==> config.mk <==
export PLATFORM = sky130hd
export DESIGN_NAME = seven_segment_frame_sequencer
export DESIGN_NICKNAME = d
export VERILOG_FILES = /design/src/hdl/ssfs_pkg.sv /design/src/hdl/ssfs_regs.sv /design/src/hdl/ssfs_front.sv /design/src/hdl/ssfs_queue.sv /design/src/hdl/ssfs_back.sv /design/src/hdl/seven_segment_frame_sequencer.sv
export SDC_FILE = /design/constraint.sdc
export NUM_CORES = 1
export LEC_CHECK = 0
export ABC_AREA = 1
export BUFFER_PORTS_ARGS = -buffer_cell sky130_fd_sc_hd__buf_4
export CORE_ASPECT_RATIO = 1.5
export CORE_UTILIZATION = 35
export CTS_CLUSTER_SIZE = 40
export DETAILED_ROUTE_END_ITERATION = 10
export MAX_ROUTING_LAYER = met4
export PLACE_DENSITY_LB_ADDON = 0.25
export RECOVER_POWER = 50
export SLEW_MARGIN = 20
export SYNTH_ARGS = -nofsm -noshare
export SYNTH_HDL_FRONTEND = slang
export SYNTH_HIERARCHICAL = 1
export SYNTH_SLANG_ARGS = --single-unit
==> constraint.sdc <==
create_clock -name clk_i -period 3.5 [get_ports clk_i]
set_input_delay 0.35 -clock clk_i [delete_from_list [all_inputs] [get_ports clk_i]]
set_output_delay 0.35 -clock clk_i [all_outputs]
set_load 0.1 [all_outputs]
==> src/hdl/ssfs_pkg.sv <==
// Shared types, constants and the glyph table of the seven-segment frame sequencer.
package ssfs_pkg;

  localparam int unsigned QueueDepth = 2;

  // request kinds as they arrive on the input stream
  typedef enum logic [2:0] {
    KIND_DIGIT       = 3'd0,
    KIND_RAW_ONE     = 3'd1,
    KIND_RAW_FOUR    = 3'd2,
    KIND_REFRESH     = 3'd3,
    KIND_CLEAR       = 3'd4,
    KIND_SCROLL_DIG  = 3'd5,
    KIND_SCROLL_RAW  = 3'd6
  } kind_e;

  // classified operations for the back end
  typedef enum logic [1:0] {
    OP_SINGLE = 2'd0,
    OP_QUAD   = 2'd1,
    OP_CLEAR  = 2'd2,
    OP_SCROLL = 2'd3
  } op_e;

  // register indexes on the configuration port
  typedef enum logic [1:0] {
    REG_BRIGHTNESS = 2'd0,
    REG_START_ADDR = 2'd1,
    REG_POINT_MASK = 2'd2
  } reg_e;

  localparam logic [2:0] BrightnessReset = 3'd0;
  localparam logic [7:0] StartAddrReset  = 8'hc0;
  localparam logic [7:0] PointMaskReset  = 8'h00;

  localparam logic [7:0] CmdDataFixed = 8'h44;
  localparam logic [7:0] CmdDataAuto  = 8'h40;
  localparam logic [7:0] CmdAddrBase  = 8'hc0;
  localparam logic [7:0] CmdCtrlBase  = 8'h88;

  typedef struct packed {
    op_e             op;
    logic            store;  // quad frame writes the four bytes first
    logic [1:0]      pos;
    logic [7:0]      nb;
    logic [3:0][7:0] segs;
  } cmd_t;

  typedef struct packed {
    logic [2:0] brightness;
    logic [7:0] start_address;
    logic [7:0] point_mask;
  } cfg_t;

  function automatic logic [7:0] glyph(input logic [3:0] code);
    logic [7:0] g;
    case (code)
      4'd0:    g = 8'h3f;
      4'd1:    g = 8'h06;
      4'd2:    g = 8'h5b;
      4'd3:    g = 8'h4f;
      4'd4:    g = 8'h66;
      4'd5:    g = 8'h6d;
      4'd6:    g = 8'h7d;
      4'd7:    g = 8'h07;
      4'd8:    g = 8'h7f;
      4'd9:    g = 8'h6f;
      4'd11:   g = 8'h40;
      default: g = 8'h00;
    endcase
    return g;
  endfunction

endpackage

==> src/hdl/ssfs_regs.sv <==
// Configuration registers behind the APB-style port.
module ssfs_regs (
  input  logic               clk_i,
  input  logic               rst_ni,
  input  logic               psel,
  input  logic               penable,
  input  logic               pwrite,
  input  logic [3:0]         paddr,
  input  logic [31:0]        pwdata,
  output logic [31:0]        prdata,
  output logic               pready,
  output ssfs_pkg::cfg_t     cfg_o
);

  ssfs_pkg::cfg_t cfg_q, cfg_d;
  logic           wr_en;
  ssfs_pkg::reg_e sel;

  assign pready = 1'b1;
  assign wr_en  = psel && penable && pwrite;
  assign sel    = ssfs_pkg::reg_e'(paddr[3:2]);

  always_comb begin
    cfg_d = cfg_q;
    if (wr_en) begin
      unique case (sel)
        ssfs_pkg::REG_BRIGHTNESS: cfg_d.brightness    = pwdata[2:0];
        ssfs_pkg::REG_START_ADDR: cfg_d.start_address = pwdata[7:0];
        ssfs_pkg::REG_POINT_MASK: cfg_d.point_mask    = pwdata[7:0];
        default: ;
      endcase
    end
  end

  always_comb begin
    unique case (sel)
      ssfs_pkg::REG_BRIGHTNESS: prdata = {29'd0, cfg_q.brightness};
      ssfs_pkg::REG_START_ADDR: prdata = {24'd0, cfg_q.start_address};
      ssfs_pkg::REG_POINT_MASK: prdata = {24'd0, cfg_q.point_mask};
      default:                  prdata = 32'd0;
    endcase
  end

  always_ff @(posedge clk_i or negedge rst_ni) begin
    if (!rst_ni) begin
      cfg_q.brightness    <= ssfs_pkg::BrightnessReset;
      cfg_q.start_address <= ssfs_pkg::StartAddrReset;
      cfg_q.point_mask    <= ssfs_pkg::PointMaskReset;
    end else begin
      cfg_q <= cfg_d;
    end
  end

  assign cfg_o = cfg_q;

endmodule

==> src/hdl/ssfs_front.sv <==
// Front end: takes requests, classifies them into back-end commands.
module ssfs_front (
  input  logic              s_tvalid_i,
  output logic              s_tready_o,
  input  logic [2:0]        s_kind_i,
  input  logic [1:0]        s_pos_i,
  input  logic [3:0]        s_digit_i,
  input  logic [3:0][7:0]   s_segs_i,
  input  logic              q_full_i,
  output logic              q_push_o,
  output ssfs_pkg::cmd_t    q_cmd_o
);

  logic       known;
  logic [7:0] gl;

  assign gl         = ssfs_pkg::glyph(s_digit_i);
  assign s_tready_o = !q_full_i;

  always_comb begin
    known         = 1'b1;
    q_cmd_o.op    = ssfs_pkg::OP_SINGLE;
    q_cmd_o.store = 1'b0;
    q_cmd_o.pos   = s_pos_i;
    q_cmd_o.nb    = s_segs_i[0];
    q_cmd_o.segs  = s_segs_i;
    unique case (ssfs_pkg::kind_e'(s_kind_i))
      ssfs_pkg::KIND_DIGIT:      q_cmd_o.nb = gl;
      ssfs_pkg::KIND_RAW_ONE:    ;
      ssfs_pkg::KIND_RAW_FOUR: begin
        q_cmd_o.op    = ssfs_pkg::OP_QUAD;
        q_cmd_o.store = 1'b1;
      end
      ssfs_pkg::KIND_REFRESH:    q_cmd_o.op = ssfs_pkg::OP_QUAD;
      ssfs_pkg::KIND_CLEAR:      q_cmd_o.op = ssfs_pkg::OP_CLEAR;
      ssfs_pkg::KIND_SCROLL_DIG: begin
        q_cmd_o.op = ssfs_pkg::OP_SCROLL;
        q_cmd_o.nb = gl;
      end
      ssfs_pkg::KIND_SCROLL_RAW: q_cmd_o.op = ssfs_pkg::OP_SCROLL;
      default:                   known = 1'b0;  // unused kind: dropped
    endcase
  end

  assign q_push_o = s_tvalid_i && !q_full_i && known;

endmodule

==> src/hdl/ssfs_queue.sv <==
// Small command queue between front and back end.
module ssfs_queue #(
  parameter int unsigned Depth = ssfs_pkg::QueueDepth
) (
  input  logic             clk_i,
  input  logic             rst_ni,
  input  logic             push_i,
  input  ssfs_pkg::cmd_t   cmd_i,
  output logic             full_o,
  input  logic             pop_i,
  output logic             valid_o,
  output ssfs_pkg::cmd_t   cmd_o
);

  localparam int unsigned PtrW = (Depth > 1) ? $clog2(Depth) : 1;
  localparam int unsigned CntW = $clog2(Depth + 1);
  localparam logic [PtrW-1:0] PtrLast = PtrW'(Depth - 1);

  ssfs_pkg::cmd_t  mem_q [Depth];
  logic [PtrW-1:0] wr_q, wr_d, rd_q, rd_d;
  logic [CntW-1:0] cnt_q, cnt_d;
  logic            do_push, do_pop;

  assign full_o  = (cnt_q == CntW'(Depth));
  assign valid_o = (cnt_q != '0);
  assign do_push = push_i && !full_o;
  assign do_pop  = pop_i && valid_o;
  assign cmd_o   = mem_q[rd_q];

  always_comb begin
    wr_d  = wr_q;
    rd_d  = rd_q;
    cnt_d = cnt_q;
    if (do_push) wr_d = (wr_q == PtrLast) ? '0 : wr_q + 1'b1;
    if (do_pop)  rd_d = (rd_q == PtrLast) ? '0 : rd_q + 1'b1;
    if (do_push && !do_pop) cnt_d = cnt_q + 1'b1;
    else if (!do_push && do_pop) cnt_d = cnt_q - 1'b1;
  end

  always_ff @(posedge clk_i or negedge rst_ni) begin
    if (!rst_ni) begin
      wr_q  <= '0;
      rd_q  <= '0;
      cnt_q <= '0;
    end else begin
      wr_q  <= wr_d;
      rd_q  <= rd_d;
      cnt_q <= cnt_d;
    end
  end

  always_ff @(posedge clk_i) begin
    if (do_push) mem_q[wr_q] <= cmd_i;
  end

endmodule

==> src/hdl/ssfs_back.sv <==
// Back end: holds the shown bytes and sequences the wire bytes of each command.
module ssfs_back (
  input  logic             clk_i,
  input  logic             rst_ni,
  input  ssfs_pkg::cfg_t   cfg_i,
  input  logic             q_valid_i,
  input  ssfs_pkg::cmd_t   q_cmd_i,
  output logic             q_pop_o,
  output logic             m_tvalid_o,
  input  logic             m_tready_i,
  output logic [7:0]       m_byte_o,
  output logic [2:0]       m_flags_o,
  output logic             m_last_o
);

  logic [3:0][7:0] shown_q, shown_d;
  logic            busy_q, busy_d;
  logic [3:0]      step_q, step_d;
  ssfs_pkg::op_e   op_q;
  logic [1:0]      pos_q;
  logic [7:0]      nb_q, ob_q;

  logic            out_valid_q, out_valid_d;
  logic [7:0]      out_byte_q;
  logic [2:0]      out_flags_q;
  logic            out_last_q;

  logic            out_ready, emit;
  logic [7:0]      byt, fseg, ctrl;
  logic [1:0]      fpos, qidx;
  logic [1:0]      frame, slot;
  logic            st, sp, pa, lst;

  assign out_ready = !out_valid_q || m_tready_i;
  assign emit      = busy_q && out_ready;
  assign q_pop_o   = !busy_q && q_valid_i;
  assign frame     = step_q[3:2];
  assign slot      = step_q[1:0];
  assign ctrl      = ssfs_pkg::CmdCtrlBase + {5'd0, cfg_i.brightness};
  assign qidx      = step_q[1:0] - 2'd2;

  // segment byte of the current single-position frame
  always_comb begin
    fpos = pos_q;
    fseg = nb_q;
    unique case (op_q)
      ssfs_pkg::OP_CLEAR: begin
        fpos = frame;
        fseg = 8'h00;
      end
      ssfs_pkg::OP_SCROLL: begin
        unique case (frame)
          2'd0:    fseg = {1'b0, ob_q[0], 1'b0, ob_q[5], ob_q[6], ob_q[1], 2'b00};
          2'd1:    fseg = {4'd0, ob_q[0], 2'b00, nb_q[3]};
          2'd2:    fseg = {1'b0, nb_q[3], nb_q[4], 3'b000, nb_q[2], nb_q[6]};
          default: fseg = nb_q;
        endcase
      end
      default: ;
    endcase
  end

  always_comb begin
    byt = 8'h00;
    st  = 1'b0;
    sp  = 1'b0;
    pa  = 1'b0;
    lst = 1'b0;
    if (op_q == ssfs_pkg::OP_QUAD) begin
      if (step_q == 4'd0) begin
        byt = ssfs_pkg::CmdDataAuto;
        st  = 1'b1;
        sp  = 1'b1;
      end else if (step_q == 4'd1) begin
        byt = cfg_i.start_address;
        st  = 1'b1;
      end else if (step_q == 4'd6) begin
        byt = ctrl;
        st  = 1'b1;
        sp  = 1'b1;
        lst = 1'b1;
      end else begin
        byt = shown_q[qidx] + cfg_i.point_mask;
        sp  = (step_q == 4'd5);
      end
    end else begin
      unique case (slot)
        2'd0: begin
          byt = ssfs_pkg::CmdDataFixed;
          st  = 1'b1;
          sp  = 1'b1;
        end
        2'd1: begin
          byt = ssfs_pkg::CmdAddrBase | {6'd0, fpos};
          st  = 1'b1;
        end
        2'd2: begin
          byt = fseg + cfg_i.point_mask;
          sp  = 1'b1;
        end
        default: begin
          byt = ctrl;
          st  = 1'b1;
          sp  = 1'b1;
          pa  = (op_q == ssfs_pkg::OP_SCROLL) && (frame != 2'd3);
          lst = (op_q == ssfs_pkg::OP_SINGLE) || (frame == 2'd3);
        end
      endcase
    end
  end

  always_comb begin
    shown_d     = shown_q;
    busy_d      = busy_q;
    step_d      = step_q;
    out_valid_d = out_valid_q;
    if (m_tready_i) out_valid_d = 1'b0;
    if (q_pop_o) begin
      busy_d = 1'b1;
      step_d = '0;
      unique case (q_cmd_i.op)
        ssfs_pkg::OP_SINGLE,
        ssfs_pkg::OP_SCROLL: shown_d[q_cmd_i.pos] = q_cmd_i.nb;
        ssfs_pkg::OP_QUAD:   if (q_cmd_i.store) shown_d = q_cmd_i.segs;
        ssfs_pkg::OP_CLEAR:  shown_d = '0;
        default: ;
      endcase
    end else if (emit) begin
      out_valid_d = 1'b1;
      step_d      = step_q + 1'b1;
      if (lst) busy_d = 1'b0;
    end
  end

  always_ff @(posedge clk_i or negedge rst_ni) begin
    if (!rst_ni) begin
      shown_q     <= '0;
      busy_q      <= 1'b0;
      step_q      <= '0;
      out_valid_q <= 1'b0;
    end else begin
      shown_q     <= shown_d;
      busy_q      <= busy_d;
      step_q      <= step_d;
      out_valid_q <= out_valid_d;
    end
  end

  always_ff @(posedge clk_i) begin
    if (q_pop_o) begin
      op_q  <= q_cmd_i.op;
      pos_q <= q_cmd_i.pos;
      nb_q  <= q_cmd_i.nb;
      ob_q  <= shown_q[q_cmd_i.pos];
    end
    if (emit) begin
      out_byte_q  <= byt;
      out_flags_q <= {pa, sp, st};
      out_last_q  <= lst;
    end
  end

  assign m_tvalid_o = out_valid_q;
  assign m_byte_o   = out_byte_q;
  assign m_flags_o  = out_flags_q;
  assign m_last_o   = out_last_q;

endmodule

==> src/hdl/seven_segment_frame_sequencer.sv <==
// Seven-segment frame sequencer: top level.
// A request passes the command queue and the back end's command registers; wire bytes leave from an output register.
// One wire byte per cycle while the output is not stalled; a request gives 4, 7 or 16
// bytes, and the back end emits none while it loads the next command from the queue.
// Front end and back end are parted by a command queue of QueueDepth entries.
// Reset: queue emptied, shown bytes zero, registers 0, 192 and 0.
module seven_segment_frame_sequencer #(
  parameter int unsigned QueueDepth = ssfs_pkg::QueueDepth
) (
  input  logic        clk_i,
  input  logic        rst_ni,
  input  logic        s_axis_tvalid_i,
  output logic        s_axis_tready_o,
  // [1:0] position, [5:2] digit_code, [13:6] seg_a, [21:14] seg_b,
  // [29:22] seg_c, [37:30] seg_d, [39:38] zero
  input  logic [39:0] s_axis_tdata_i,
  // [2:0] kind
  input  logic [2:0]  s_axis_tuser_i,
  output logic        m_axis_tvalid_o,
  input  logic        m_axis_tready_i,
  // [7:0] wire_byte
  output logic [7:0]  m_axis_tdata_o,
  // [0] start_before, [1] stop_after, [2] pause_after
  output logic [2:0]  m_axis_tuser_o,
  output logic        m_axis_tlast_o,
  input  logic        psel,
  input  logic        penable,
  input  logic        pwrite,
  input  logic [3:0]  paddr,
  input  logic [31:0] pwdata,
  output logic [31:0] prdata,
  output logic        pready
);

  ssfs_pkg::cfg_t  cfg;
  ssfs_pkg::cmd_t  push_cmd, pop_cmd;
  logic            q_full, q_push, q_valid, q_pop;
  logic [3:0][7:0] segs;

  assign segs = {s_axis_tdata_i[37:30], s_axis_tdata_i[29:22],
                 s_axis_tdata_i[21:14], s_axis_tdata_i[13:6]};

  ssfs_regs u_regs (
    .clk_i   (clk_i),
    .rst_ni  (rst_ni),
    .psel    (psel),
    .penable (penable),
    .pwrite  (pwrite),
    .paddr   (paddr),
    .pwdata  (pwdata),
    .prdata  (prdata),
    .pready  (pready),
    .cfg_o   (cfg)
  );

  ssfs_front u_front (
    .s_tvalid_i (s_axis_tvalid_i),
    .s_tready_o (s_axis_tready_o),
    .s_kind_i   (s_axis_tuser_i),
    .s_pos_i    (s_axis_tdata_i[1:0]),
    .s_digit_i  (s_axis_tdata_i[5:2]),
    .s_segs_i   (segs),
    .q_full_i   (q_full),
    .q_push_o   (q_push),
    .q_cmd_o    (push_cmd)
  );

  ssfs_queue #(
    .Depth (QueueDepth)
  ) u_queue (
    .clk_i   (clk_i),
    .rst_ni  (rst_ni),
    .push_i  (q_push),
    .cmd_i   (push_cmd),
    .full_o  (q_full),
    .pop_i   (q_pop),
    .valid_o (q_valid),
    .cmd_o   (pop_cmd)
  );

  ssfs_back u_back (
    .clk_i      (clk_i),
    .rst_ni     (rst_ni),
    .cfg_i      (cfg),
    .q_valid_i  (q_valid),
    .q_cmd_i    (pop_cmd),
    .q_pop_o    (q_pop),
    .m_tvalid_o (m_axis_tvalid_o),
    .m_tready_i (m_axis_tready_i),
    .m_byte_o   (m_axis_tdata_o),
    .m_flags_o  (m_axis_tuser_o),
    .m_last_o   (m_axis_tlast_o)
  );

endmodule

==> flow_metrics.py, run 1 <==
metrics = {
    "status": {
        "run_status": "complete, but fails checks",
        "failing_checks": "design-rule violations, max-capacitance violations, max-slew violations",
    },
    "drt": {
        "wirelength_um": 23300,
        "viasPerCell": 4.82,
        "drtIter0Drc": 373,
        "detail_route.drc_violations": 2,
        "via_count": 7077,
        "first_pass_iters": 8,
        "wl_per_cell_um": 15.9,
        "antenna_violating_nets_post_route": 0,
    },
    "cells_and_area": {
        "layout.cells.most_common_list": "421 x sky130_fd_sc_hd__nand2_1, 118 x sky130_fd_sc_hd__edfxtp_1, 73 x sky130_fd_sc_hd__inv_1",
        "nNetsFinal": 1228,
        "final_cell_area_sq_um": 10700,
        "finalNonFillerCells": 1468,
        "syn_to_final_growth_pct": 9.90,
        "number_of_antenna_cells_inserted": 0,
        "layout.cells.most_common": "sky130_fd_sc_hd__nand2_1",
        "layout-drive-gt1-share": 0.131,
        "fin_util": 0.392,
    },
    "cts": {
        "clock_tree_from_tritoncts": "built",
        "cts.hold.buffers_added": 0,
        "root_buffer": "sky130_fd_sc_hd__clkbuf_16",
        "cts_num_sinks": 179,
        "clock_latency_ps": 430,
        "clk_transition_reported_paths_ps": 60,
        "htree_levels": 4,
        "cts_setup_buffers": 0,
        "ctsResizeCount": 0,
        "numCtsBuffers": 17,
        "cts-root-to-sink-buffers": 2,
    },
    "synth": {
        "synthesis.area_per_instance_sq_um": 9.13,
        "synth_seq_area_share": 0.521,
        "synth.lib_cells_used.distinct": 47,
        "synthDominantCellAreaShare": 0.364,
        "dominant_synthesized_flop_cell": "sky130_fd_sc_hd__edfxtp_1",
        "synthArstFlopShare": 0.341,
        "edff_count_synth": 118,
        "synth_top_cell_by_area": "sky130_fd_sc_hd__edfxtp_1",
        "mappedNetlistArea_sq_um": 9740,
        "ys_seq_elements": 179,
        "ys_top_cells_by_area": "sky130_fd_sc_hd__edfxtp_1 36%, sky130_fd_sc_hd__nand2_1 16%, sky130_fd_sc_hd__dfrtp_1 15%",
        "yosys_warnings": 6,
        "cells_after_synth": 1067,
    },
    "floorplanning": {
        "die_width_um": 138,
        "row_count": 74,
        "chipHeight_um": 206,
        "start_util": 0.357,
        "core_region_area_sq_um": 27300,
        "pin_count": 133,
        "fp.dieArea_sq_um": 28500,
    },
    "worst_setup_path": {
        "worstRegToRegCells": 14,
        "critPathLaunch": "u_back/step_q[3]",
        "slowest_delay_ps": 570,
        "worst-setup-path-type": "reg2reg",
        "worst-endpoint-required_ps": 3680,
        "rr_startpoint": "u_back/step_q[3]",
        "cp_top_family": "simple AND/OR/NAND/NOR gates",
        "critical_path_cell_by_cell": "nand2_1 -> nor2_1 -> nor3_1 -> a21oi_1 -> inv_1 -> ha_1 -> nand2_1 -> nand2_1 -> nand3_1 -> nand2_1 -> o21ai_0 -> or2_2 -> nand3_1 -> nand2_1",
        "worst-endpoint-arrival_ps": 2890,
        "rrSetupSlack_ps": 790,
        "worst_r2r_endpoint": "u_back/m_byte_o[5]",
        "critical_path_depth": 14,
        "timing.critical_path.mode_cell": "sky130_fd_sc_hd__nand2_1",
        "end_kind": "flip-flop",
        "critical_path_peak_fanout": 9,
        "cp_slowest_cell": "sky130_fd_sc_hd__dfrtp_1",
        "worstPathBufferInverterCount": 1,
        "critical_path.startpoint_type": "flip-flop",
        "worst_setup_path_endpoint": "u_back/m_byte_o[5]",
    },
    "global_route": {
        "antenna_found_initial": 0,
        "grt_remaining_overflow": 0,
        "via_count_of_the_first_global_routing_pass": 6946,
        "track_usage": 0.175,
        "pin_count_of_the_biggest_net_entering_global_routing": 62,
        "grt_first_pass_wirelength_um": 36700,
    },
    "pwr": {
        "share_seq_of_total_power": 0.342,
        "power.switching_fraction": 0.454,
        "irDropWorstVdd_mv": 0.432,
        "p_clk_frac": 0.194,
        "share_comb_of_total_power": 0.464,
        "powerDensity_nw_per_um2": 894,
        "total_switching_power_mw": 4.35,
        "leakagePower_nw": 4.82,
        "cellInternalPower_mw": 5.23,
    },
    "sta": {
        "tns_ps": 0,
        "grt_setup_unrepaired": "no",
        "fin_worst_hold_slack_ps": 121,
        "finalSetupViolations": 0,
        "post_route_minimum_period_ps": 2710,
        "worst_pin_slew_ps": 1630,
        "relSlewSlack": -0.0894,
        "report.final.hold_viol_count": 0,
        "timing.clock.skew_ps": 8.41,
        "maxClockFrequency_ghz": 0.369,
        "maxSlewViolCount": 62,
        "final_cycle_utilization_of_the_critical_path": 0.774,
    },
    "placement": {
        "dpl_cell_area_sq_um": 10300,
        "post-dp-hpwl_um": 17400,
        "gp_congestion": 0.920,
        "io_buffers": 79,
        "dpl.cell_count": 1436,
    },
    "worst_hold_path": {
        "timing.hold.worst.class": "in2reg",
        "startpoint_of_the_worst_hold_path": "s_axis_tdata_i[19]",
    },
    "job": {
        "number_of_maximum_capacitance_violations": 1,
    },
}
-- cells in the mapped netlist (2+ instances only) --
cell type / n
sky130_fd_sc_hd__a21o_1: 2
sky130_fd_sc_hd__a21oi_1: 31
sky130_fd_sc_hd__a21oi_2: 2
sky130_fd_sc_hd__a21oi_4: 2
sky130_fd_sc_hd__a22oi_1: 5
sky130_fd_sc_hd__a31oi_1: 2
sky130_fd_sc_hd__buf_12: 4
sky130_fd_sc_hd__buf_2: 11
sky130_fd_sc_hd__buf_4: 62
sky130_fd_sc_hd__buf_6: 2
sky130_fd_sc_hd__clkbuf_1: 8
sky130_fd_sc_hd__conb_1: 2
sky130_fd_sc_hd__dfrtp_1: 59
sky130_fd_sc_hd__dfstp_2: 2
sky130_fd_sc_hd__edfxtp_1: 118
sky130_fd_sc_hd__fa_1: 2
sky130_fd_sc_hd__ha_1: 27
sky130_fd_sc_hd__inv_1: 71
sky130_fd_sc_hd__inv_2: 10
sky130_fd_sc_hd__inv_4: 2
sky130_fd_sc_hd__mux2_2: 19
sky130_fd_sc_hd__mux2_4: 4
sky130_fd_sc_hd__nand2_1: 416
sky130_fd_sc_hd__nand2_2: 5
sky130_fd_sc_hd__nand2_4: 4
sky130_fd_sc_hd__nand3_1: 41
sky130_fd_sc_hd__nand4_1: 6
sky130_fd_sc_hd__nor2_1: 31
sky130_fd_sc_hd__nor2_2: 6
sky130_fd_sc_hd__nor2_4: 5
sky130_fd_sc_hd__nor3_1: 2
sky130_fd_sc_hd__nor4_1: 2
sky130_fd_sc_hd__o211ai_1: 3
sky130_fd_sc_hd__o21ai_0: 40
sky130_fd_sc_hd__o221ai_1: 6
sky130_fd_sc_hd__o22ai_1: 38
sky130_fd_sc_hd__or2_2: 3
sky130_fd_sc_hd__xor2_1: 3
-- logic make-up after synthesis --
family / Yosys count / share of synthesized area
AOI/OAI and AO/OA: 135 / 0.0842
xor gates and xnor gates: 4 / 0.00360
adders and majority gates: 29 / 0.0388
buffers and inverters: 171 / 0.101
DFF: 179 / 0.521
muxes: 24 / 0.0293
other: 2 / 0.000771
and+or+nand+nor: 523 / 0.222
-- layer usage --
| layer | GRT usage | up-vias | wire [um] |
|---|---|---|---|
| met5 | - | - | 0 |
| met2 | 0.320 | 151 | 12700 |
| met3 | 0.0236 | 41 | 619 |
| li1 | - | 3555 | - |
| met4 | 0.0927 | 0 | 930 |
| met1 | 0.184 | 3330 | 9130 |
-- worst reg2reg max path: stages, from the launching register on --
cell and delay (ps):
sky130_fd_sc_hd__dfrtp_1 570, sky130_fd_sc_hd__nand2_1 220, sky130_fd_sc_hd__nor2_1 140, sky130_fd_sc_hd__nor3_1 60
sky130_fd_sc_hd__a21oi_1 300, sky130_fd_sc_hd__inv_1 90, sky130_fd_sc_hd__ha_1 280, sky130_fd_sc_hd__nand2_1 50
sky130_fd_sc_hd__nand2_1 100, sky130_fd_sc_hd__nand3_1 110, sky130_fd_sc_hd__nand2_1 70, sky130_fd_sc_hd__o21ai_0 90
sky130_fd_sc_hd__or2_2 280, sky130_fd_sc_hd__nand3_1 60, sky130_fd_sc_hd__nand2_1 50
-- power by group through the flow --
stage	clock, mW	sequential, mW	combinational [mW]
2_1_floorplan	0	3.70	3.07
3_3_place_gp	0	3.31	4.50
3_5_place_dp	0	3.32	4.54
4_1_cts	1.91	3.28	4.56
5_1_grt	1.99	3.33	4.92
6_report	1.86	3.28	4.44
-- final cells by class --
class                   count  area, sq um
fillers                  2776        16600
well taps                 342          428
multi-input cells         740         3750
clock inverters            14          136
inverters                  83          315
clock buffers              18          429
repair buffers             92          576
flip-flops and latches    179         5070
-- worst min-delay path by stage --
stage                                       to  cells past startpoint
finish                    u_queue/mem_q[0][13]                      1
detailed placement            u_queue/cnt_q[1]                      2
CTS                           u_queue/cnt_q[0]                      1
floorplan           asynchronous set/reset pin                      0
global route              u_queue/mem_q[0][11]                      1
global placement              u_queue/cnt_q[1]                      2
-- through the flow --
step / setup slack (ps) / power [mW]
final: 792 / 9.58
after floorplan: 378 / 6.77
after global placement: 841 / 7.81
after detailed placement: 812 / 7.87
after global routing: 523 / 10.2
after CTS: 801 / 9.75
Power figures use the tool's default switching activity.
==> run 2: changes to the inputs <==
==> constraint.sdc (replaced) <==
create_clock -name clk_i -period 2.8 [get_ports clk_i]
set_input_delay 0.28 -clock clk_i [delete_from_list [all_inputs] [get_ports clk_i]]
set_output_delay 0.28 -clock clk_i [all_outputs]
set_load 0.1 [all_outputs]
==> run 2 against run 1 <==
Compared with the run above: the flow still finishes with violations (design-rule violations, max-capacitance violations, max-slew violations); die area unchanged; clock skew is 0.52 ps lower; design area increased by 1.4%; total power grew 26%; critical path depth is 5 lower; setup slack got worse by 560 ps; wire length increased by 0.66%; maximum frequency rose by 5.4%; register-to-register slack worse by 560 ps; final cell count up 0.89%; critical endpoint is now u_back/m_byte_o[3]; largest cell class unchanged.
==> flow_metrics.py, run 2 (synthesized netlist as in run 1, its figures left out) <==
metrics = {
    "global_route": {
        "via_count_of_the_first_global_routing_pass": 6843,
        "antenna_found_initial": 0,
        "grt_busiest_layer": "met2",
        "grt_first_pass_wirelength_um": 36900,
        "grt_remaining_overflow": 0,
        "track_usage": 0.177,
        "globalRouteMet2Util": 0.331,
        "grt_use_met3": 0.0236,
        "pin_count_of_the_biggest_net_entering_global_routing": 62,
        "met1_usage": 0.181,
    },
    "status": {
        "run_status": "complete, but fails checks",
        "failing_checks": "design-rule violations, max-capacitance violations, max-slew violations",
    },
    "sta": {
        "maxClockFrequency_ghz": 0.389,
        "tns_ps": 0,
        "maxSlewViolCount": 62,
        "worst_pin_slew_ps": 1620,
        "report.final.hold_viol_count": 0,
        "post_route_minimum_period_ps": 2570,
        "timing.clock.skew_ps": 7.89,
        "relSlewSlack": -0.0825,
        "final_cycle_utilization_of_the_critical_path": 0.917,
        "finalSetupViolations": 0,
        "grt_setup_unrepaired": "no",
    },
    "cts": {
        "cts-root-to-sink-buffers": 2,
        "cts_num_sinks": 179,
        "clock_latency_ps": 450,
        "htree_levels": 4,
        "numCtsBuffers": 17,
        "clk_transition_reported_paths_ps": 70,
        "root_buffer": "sky130_fd_sc_hd__clkbuf_16",
        "clock_tree_from_tritoncts": "built",
    },
    "worst_setup_path": {
        "critical_path_cell_by_cell": "inv_1 -> o21ai_0 -> o22ai_1 -> ha_1 -> a21oi_1 -> nand2_1 -> xor2_1 -> o21ai_0 -> o211ai_1",
        "worst-setup-path-type": "reg2reg",
        "critical_path_peak_fanout": 13,
        "worst-endpoint-arrival_ps": 2740,
        "timing.critical_path.mode_cell": "sky130_fd_sc_hd__o21ai_0",
        "worst-endpoint-required_ps": 2970,
        "critical_path.startpoint_type": "flip-flop",
        "cp_slowest_cell": "sky130_fd_sc_hd__dfrtp_1",
        "slowest_delay_ps": 380,
        "end_kind": "flip-flop",
    },
    "cells_and_area": {
        "fillers": 2709,
        "layout.cells.most_common_list": "418 x sky130_fd_sc_hd__nand2_1, 118 x sky130_fd_sc_hd__edfxtp_1, 73 x sky130_fd_sc_hd__inv_1",
        "sequential_cell_area_sq_um": 5070,
        "layout.cells.most_common": "sky130_fd_sc_hd__nand2_1",
        "finalNonFillerCells": 1481,
        "syn_to_final_growth_pct": 11.4,
        "number_of_antenna_cells_inserted": 0,
        "fin_util": 0.398,
        "layout-drive-gt1-share": 0.145,
        "multi_input_area_sq_um": 3760,
        "nNetsFinal": 1241,
    },
    "drt": {
        "viasPerCell": 4.80,
        "detail_route.drc_violations": 6,
        "wl_per_cell_um": 15.9,
        "via_count": 7103,
        "antenna_violating_nets_post_route": 0,
        "first_pass_iters": 9,
        "wirelength_um": 23500,
        "drtIter0Drc": 441,
    },
    "pwr": {
        "leakagePower_nw": 4.91,
        "powerDensity_nw_per_um2": 1110,
        "irDropWorstVdd_mv": 0.496,
        "total_power_mw": 12.1,
    },
    "placement": {
        "gp_congestion": 0.895,
        "post-dp-hpwl_um": 17700,
        "dpl.cell_count": 1444,
        "io_buffers": 79,
    },
    "floorplanning": {
        "die_width_um": 138,
        "start_util": 0.357,
        "chipHeight_um": 206,
        "fp.dieArea_sq_um": 28500,
        "core_region_area_sq_um": 27300,
        "pin_count": 133,
        "row_count": 74,
    },
    "worst_hold_path": {
        "timing.hold.worst.class": "in2reg",
    },
    "job": {
        "number_of_maximum_capacitance_violations": 1,
    },
}
[run 2: metrics by stage]
| stage | setup slack [ps] | hold WS [ps] | cell area, sq um |
|---|---|---|---|
| 2_1_floorplan | 136 | -15.6 | 9840 |
| 3_3_place_gp | 197 | 411 | 10400 |
| 3_5_place_dp | 178 | 423 | 10400 |
| 4_1_cts | 168 | 0.348 | 11000 |
| 5_1_grt | 9.75 | 25.9 | 10900 |
| 6_report | 232 | 41.1 | 10900 |
[run 2: worst paths after layout]
kind                                          from                   end  slack, ps  cells after the start
worst max-delay path              u_back/step_q[0]    u_back/m_byte_o[3]        230                      9
worst min-delay path            s_axis_tdata_i[32]  u_queue/mem_q[1][26]         40                      1
worst max register to register    u_back/step_q[0]    u_back/m_byte_o[3]        230                      9
worst min register to register        u_queue/wr_q          u_queue/wr_q        490                      2
max in group asynchronous                   rst_ni      u_back/step_q[3]        970                      2
min in group asynchronous                   rst_ni          u_queue/wr_q        770                      2
[run 2: layout make-up]
| cell class | count | area share |
|---|---|---|
| Clock buffer | 17 | 0.0392 |
| Timing Repair Buffer | 105 | 0.0646 |
| Inverter | 83 | 0.0295 |
| Sequential cell | 179 | 0.467 |
| Tap cell | 342 | 0.0394 |
| Multi-Input combinational cell | 740 | 0.347 |
| Clock inverter | 15 | 0.0134 |
[run 2: metal layers]
metal / share of wire / routed length, um
met1: 0.38 / 8980
met2: 0.55 / 13000
met3: 0.028 / 657
met4: 0.036 / 851
met5: 0 / 0
[run 2: critical path, delay by kind of cell (launching register included)]
kind                     cells  cell delay [ps]
AO/OA/AOI/OAI                5             1000
XOR/XNOR                     1              150
adder cells (fa/ha/maj)      1              360
buffers and inverters        1              280
flip-flops                   1              380
AND/OR/NAND/NOR              1              110
[run 2: power by group]
| part | internal [mW] | leakage, nW | switching (mW) |
|---|---|---|---|
| combinational | 1.62 | 2.75 | 4.07 |
| sequential | 3.70 | 1.89 | 0.379 |
| clock | 1.18 | 0.271 | 1.13 |
| total | 6.49 | 4.91 | 5.58 |
[run 2: repair_timing]
| action | in CTS | in global routing |
|---|---|---|
| endpoints found under the hold margin | 66 | 0 |
| setup buffers | 0 | 0 |
| hold buffers | 5 | 0 |
| gates resized for setup | 0 | 1 |
| endpoints found under the setup margin | 0 | 3 |
